$ cat src/design/frp_pkg.sv
// Shared constants and types for the frame rate pacer.
package frp_pkg;

    localparam int STAMP_W  = 64;
    localparam int RATE_W   = 30;
    localparam int MS_W     = 32;
    localparam int TGT_W    = 13;
    localparam int PERIOD_W = 26;
    localparam int CREDIT_W = 27;
    localparam int DVD_W    = 64;
    localparam int DVS_W    = 30;
    localparam int STEP_W   = 7;
    localparam int SPAN_W   = 21;
    localparam int LIMB_W   = 32;
    localparam int MS_SHIFT = 4;
    localparam int RECIP_SH = 70;

    localparam int RING_DEPTH_DEF = 10;

    localparam logic [RATE_W-1:0]   RATE_SCALE   = 30'd1000000000;
    localparam logic [SPAN_W-1:0]   STARTUP_SPAN = 21'd2000000;
    localparam logic [RATE_W-1:0]   DEFAULT_RATE = 30'd3000;
    localparam logic [TGT_W-1:0]    RATE_MIN     = 13'd25;
    localparam logic [TGT_W-1:0]    RATE_MAX     = 13'd6000;
    localparam logic [TGT_W-1:0]    TGT_RESET    = 13'd1000;
    localparam logic [PERIOD_W-1:0] PERIOD_RESET = 26'd1000000;

    // 10000 is 16 * 625: the 16 is shifted out, then the rest is a multiply by
    // 2^70 / 625 rounded up, which is exact for any shifted magnitude below 2^60.
    localparam logic [2*LIMB_W-1:0] MS_RECIP =
        64'(((128'd1 << RECIP_SH) + 128'd624) / 128'd625);

    localparam logic CFG_TARGET = 1'b0;
    localparam logic CFG_BYPASS = 1'b1;

    typedef struct packed {
        logic              start;
        logic [STEP_W-1:0] steps;
    } div_req_t;

endpackage

$ cat src/design/frp_div.sv
// Shared restoring divider, one quotient bit per cycle.
module frp_div
    import frp_pkg::*;
(
    input  logic             clk,
    input  logic             rst_n,
    input  div_req_t         req,
    input  logic [DVD_W-1:0] dividend,
    input  logic [DVS_W-1:0] divisor,
    output logic             done,
    output logic [DVD_W-1:0] quot
);

    logic [DVS_W-1:0]  rem_reg, rem_next;
    logic [DVD_W-1:0]  dvd_reg, dvd_next;
    logic [DVS_W-1:0]  dvs_reg, dvs_next;
    logic [STEP_W-1:0] cnt_reg, cnt_next;
    logic              busy_reg, busy_next;
    logic              done_reg, done_next;
    logic [DVS_W:0]    shifted;
    logic              fits;

    // The dividend arrives left aligned; quotient bits shift in at the bottom.
    always_comb
    begin
        shifted   = {rem_reg, dvd_reg[DVD_W-1]};
        fits      = shifted >= {1'b0, dvs_reg};
        rem_next  = rem_reg;
        dvd_next  = dvd_reg;
        dvs_next  = dvs_reg;
        cnt_next  = cnt_reg;
        busy_next = busy_reg;
        done_next = 1'b0;
        if (req.start)
        begin
            rem_next  = '0;
            dvd_next  = dividend;
            dvs_next  = divisor;
            cnt_next  = req.steps;
            busy_next = 1'b1;
        end
        else if (busy_reg)
        begin
            rem_next = fits ? DVS_W'(shifted - {1'b0, dvs_reg}) : shifted[DVS_W-1:0];
            dvd_next = {dvd_reg[DVD_W-2:0], fits};
            cnt_next = cnt_reg - 1'b1;
            if (cnt_reg == STEP_W'(1))
            begin
                busy_next = 1'b0;
                done_next = 1'b1;
            end
        end
    end

    always_ff @(posedge clk or negedge rst_n)
    begin
        if (!rst_n)
        begin
            rem_reg  <= '0;
            dvd_reg  <= '0;
            dvs_reg  <= '0;
            cnt_reg  <= '0;
            busy_reg <= 1'b0;
            done_reg <= 1'b0;
        end
        else
        begin
            rem_reg  <= rem_next;
            dvd_reg  <= dvd_next;
            dvs_reg  <= dvs_next;
            cnt_reg  <= cnt_next;
            busy_reg <= busy_next;
            done_reg <= done_next;
        end
    end

    assign done = done_reg;
    assign quot = dvd_reg;

endmodule

$ cat config.mk
export PLATFORM = sky130hd
export DESIGN_NAME = frp_div
export DESIGN_NICKNAME = d
export VERILOG_FILES = /design/src/design/frp_pkg.sv /design/src/design/frp_div.sv
export SDC_FILE = /design/constraint.sdc
export NUM_CORES = 1
export LEC_CHECK = 0
export BUFFER_PORTS_ARGS = -buffer_cell sky130_fd_sc_hd__buf_4
export CORE_AREA = 8 8 124 126
export CTS_CLUSTER_SIZE = 28
export DETAILED_ROUTE_END_ITERATION = 16
export DIE_AREA = 0 0 132 134
export PLACE_DENSITY = 0.83
export SKIP_CTS_REPAIR_TIMING = 1
export SYNTH_ARGS = -nofsm -noshare
export SYNTH_HDL_FRONTEND = slang
export SYNTH_SLANG_ARGS = --single-unit
$ cat constraint.sdc
create_clock -name clk -period 7.1 [get_ports clk]
set_clock_uncertainty 0.2 [all_clocks]
set_input_delay 0 -clock clk [delete_from_list [all_inputs] [get_ports clk]]
set_output_delay 0 -clock clk [all_outputs]
set_load 0.02 [all_outputs]
==> impl_metrics.tcl <==
set metrics [dict create \
    layout.cells.non_filler 1312 \
    cp-end-kind "register" \
    wl_per_cell_um 19.7 \
    ys_types 57 \
    whs_path_depth 3 \
    antenna_found_initial 1 \
    dieArea_um2 17700 \
    cp.arrival_ns 4.09 \
    io_pins 169 \
    die_h_um 134 \
    fmax_mhz 252 \
    vias 7652 \
    post-route-period-util 0.559 \
    critPathRequiredTime_ns 7.22 \
    synth.net_count 985 \
    gp_congestion 0.868 \
    seq_power_share 0.323 \
    pre_cts_slack_ns 3.22 \
    wirelength_um 25800 \
    avgViaCountPerCell 5.83 \
    avgSynthCellArea_um2 9.03 \
    grt_max_degree 124 \
    synthTopCellsByArea "dfrtp_1, mux2i_1, nand2_1" \
    dr.pass1.iters 5 \
    p_comb_frac 0.391 \
    place_hpwl_um 14000 \
    p_leak_nw 5.46 \
    switching_power_mw 1.14 \
    internal-power_mw 1.87 \
    min_period_ns 3.97 \
    fin_nets 1255 \
    timing.final.ws_setup_ns 3.13 \
    drt_iter0_drc 663 \
    yosysTopAreaCellShare 0.435 \
    status "finished with violations" \
    whs_ns -0.0852 \
    slew_viol_final 0 \
    final_layout_size_suffix_gt1_frac 0.195 \
    yosysSeqAreaShare 0.435 \
    min_to "quot[42]" \
    largest_register_ffs 64 \
    rows 43 \
    crit_chain "ha_1 > a21oi_4 > o21ai_2 > a21o_1 > a21o_1 > a2111oi_4 > nand3_2 > inv_2 > nand2_1 > a311oi_1" \
    async_flop_share 1.00 \
    grt_pass1_wl_um 32300 \
    p_sw_frac 0.378 \
    slew_headroom 0.351 \
    netlist_area_um2 7660 \
    cts_tree "done" \
    crit_top_cell "a21o_1" \
    worstRegToRegCells 10 \
    setup_viol 0 \
    die_w_um 132 \
    synthCells 848 \
    startpoint_type "register" \
    clockRootBuffer "clkbuf_16" \
    fin_tns_setup_ns 0 \
    cts.clk_slew.worst_paths_ns 0.08 \
    drc_errors 0 \
    dp_cells 1146 \
    place.port_buffers 168 \
    violations "negative hold slack" \
    core_um2 13500 \
    grt_pass1_vias 6559 \
    ys_ff_latch 133 \
    cpMaxStageDelayCell "nand3_2" \
    rsz0062_at_grt "no" \
    grt_util_all_layers 0.222 \
    worstPathMaxFanout 39 \
    postRouteAntennaNets 0 \
    syn_to_final_growth_pct 41.6 \
    hp-start "req[7]" \
    yosysWarnings 0 \
    cts_inserted_buffers 17 \
    yosysMostFrequentCell "nand2_1" \
    critPathMaxStageDelay_ns 0.68 \
    clk_latency_ns 0.43 \
    cts_buffer_depth 2 \
    hold_violations 24 \
    synth_ff_type "dfrtp_1" \
    clock_sinks 133 \
    synth_edf_count 0 \
    hold_path.class "in2reg" \
    start_util 0.567 \
    power_density_nw_per_um2 278 \
    worst-r2r-setup-slack_ns 3.13 \
    ctsHtreeMaxLevel 4 \
    timing.rr.end "rem_reg[25]" \
    reg2reg_from "rem_reg[25]" \
    ir_worst_vdd_mv 0.203 \
    cap_violations 0 \
    worst_pin_slew_ns 0.974 \
    path_class "reg2reg" \
    grt-ovfl-total 0 \
    yosysTopAreaCell "dfrtp_1" \
    fillers 756 \
    ys_top_cells_by_count "nand2_1, dfrtp_1, o21ai_0" \
    clkPwrFrac 0.286 \
]
==> cell usage in the layout (no fill, tap or decap), types with 4 or more instances in the layout <==
| cell | Yosys | routed |
|---|---|---|
| nand3_1 | 6 | 6 |
| a311oi_2 | 7 | 7 |
| nand2b_1 | 11 | 11 |
| nor2b_1 | 4 | 4 |
| buf_4 | 2 | 169 |
| xor2_1 | 16 | 16 |
| inv_1 | 45 | 45 |
| nand4_1 | 7 | 7 |
| mux2i_1 | 64 | 64 |
| nand2_1 | 162 | 162 |
| dfrtp_1 | 133 | 132 |
| clkbuf_16 | 0 | 17 |
| xnor2_1 | 13 | 13 |
| or3_1 | 4 | 4 |
| a21oi_1 | 41 | 41 |
| a311oi_1 | 9 | 9 |
| nor2_1 | 42 | 42 |
| o21a_1 | 5 | 5 |
| o21ai_0 | 117 | 117 |
| ha_1 | 32 | 32 |
| a21o_1 | 10 | 10 |
| clkinvlp_4 | 0 | 5 |
| dlygate4sd3_1 | 0 | 132 |
| o211ai_1 | 8 | 8 |
| a211oi_1 | 5 | 5 |
| nor3_1 | 4 | 4 |
| a31oi_1 | 6 | 6 |
==> through the flow <==
step	util	hold slack, ns	power [mW]	instance area [um2]
after floorplan	-	-0.496	1.79	7660
after global placement	0.661	-0.195	2.03	8930
after detailed placement	0.661	-0.196	2.05	8930
after CTS	0.703	-0.646	2.89	9490
after global routing	0.803	-0.0193	3.18	10800
final	0.803	-0.0852	3.01	10800
==> layer usage <==
metal / GRT usage / part of all wire / up-vias
met5: 0 / 0 / -
met4: 0.0772 / 0.051 / 0
met3: 0.0740 / 0.060 / 103
met2: 0.362 / 0.50 / 337
met1: 0.269 / 0.39 / 3710
li1: - / - / 3502
==> logic make-up (layout without fill, tap and decap cells) <==
logic type	count (synthesis)	after routing	share of synthesized area
and+or+nand+nor	251	251	0.139
AOI/OAI and AO/OA	236	236	0.195
DFF	133	133	0.435
buffers and inverters	99	382	0.0554
muxes	67	67	0.0881
adders and majority gates	33	33	0.0549
xor gates and xnor gates	29	29	0.0332
other	0	1	0
==> power by group through the flow <==
stage | Sequential [mW] | Clock, mW | Combinational (mW)
after floorplan | 0.995 | 0 | 0.792
after global placement | 0.971 | 0 | 1.06
after detailed placement | 0.973 | 0 | 1.07
after CTS | 0.963 | 0.849 | 1.08
after global routing | 0.986 | 0.902 | 1.30
final | 0.974 | 0.862 | 1.18
==> critical path, delay by kind of cell, from the launching register on <==
family / cells / cell delay, ns
adder cells (fa/ha/maj): 1 / 0.43
AND/OR/NAND/NOR: 2 / 0.80
buffers and inverters: 1 / 0.62
flip-flops: 1 / 0.40
AO/OA/AOI/OAI: 6 / 1.40
==> how the worst max path moves through the flow <==
stage	startpoint	end	slack, ns	cells past startpoint
3_3_place_gp	rem_reg[25]	rem_reg[10]	3.32	10
5_1_grt	rem_reg[25]	rem_reg[25]	2.88	10
4_1_cts	rem_reg[25]	rem_reg[4]	3.23	10
3_5_place_dp	rem_reg[25]	rem_reg[24]	3.22	10
6_report	rem_reg[25]	rem_reg[25]	3.13	10
2_1_floorplan	quot[63]	rem_reg[28]	4.18	12
==> final cells by class <==
cell class / instances / area (um2) / area share
Clock buffer: 19 / 443 / 0.0408
Timing Repair Buffer: 304 / 2640 / 0.243
Multi-Input combinational cell: 616 / 3910 / 0.360
Clock inverter: 13 / 125 / 0.0115
Sequential cell: 133 / 3330 / 0.307
Antenna cell: 1 / 2.50 / 0.000231
Inverter: 46 / 173 / 0.0159
Tap cell: 180 / 225 / 0.0208
Note: power is estimated with default switching activity, not from simulation.
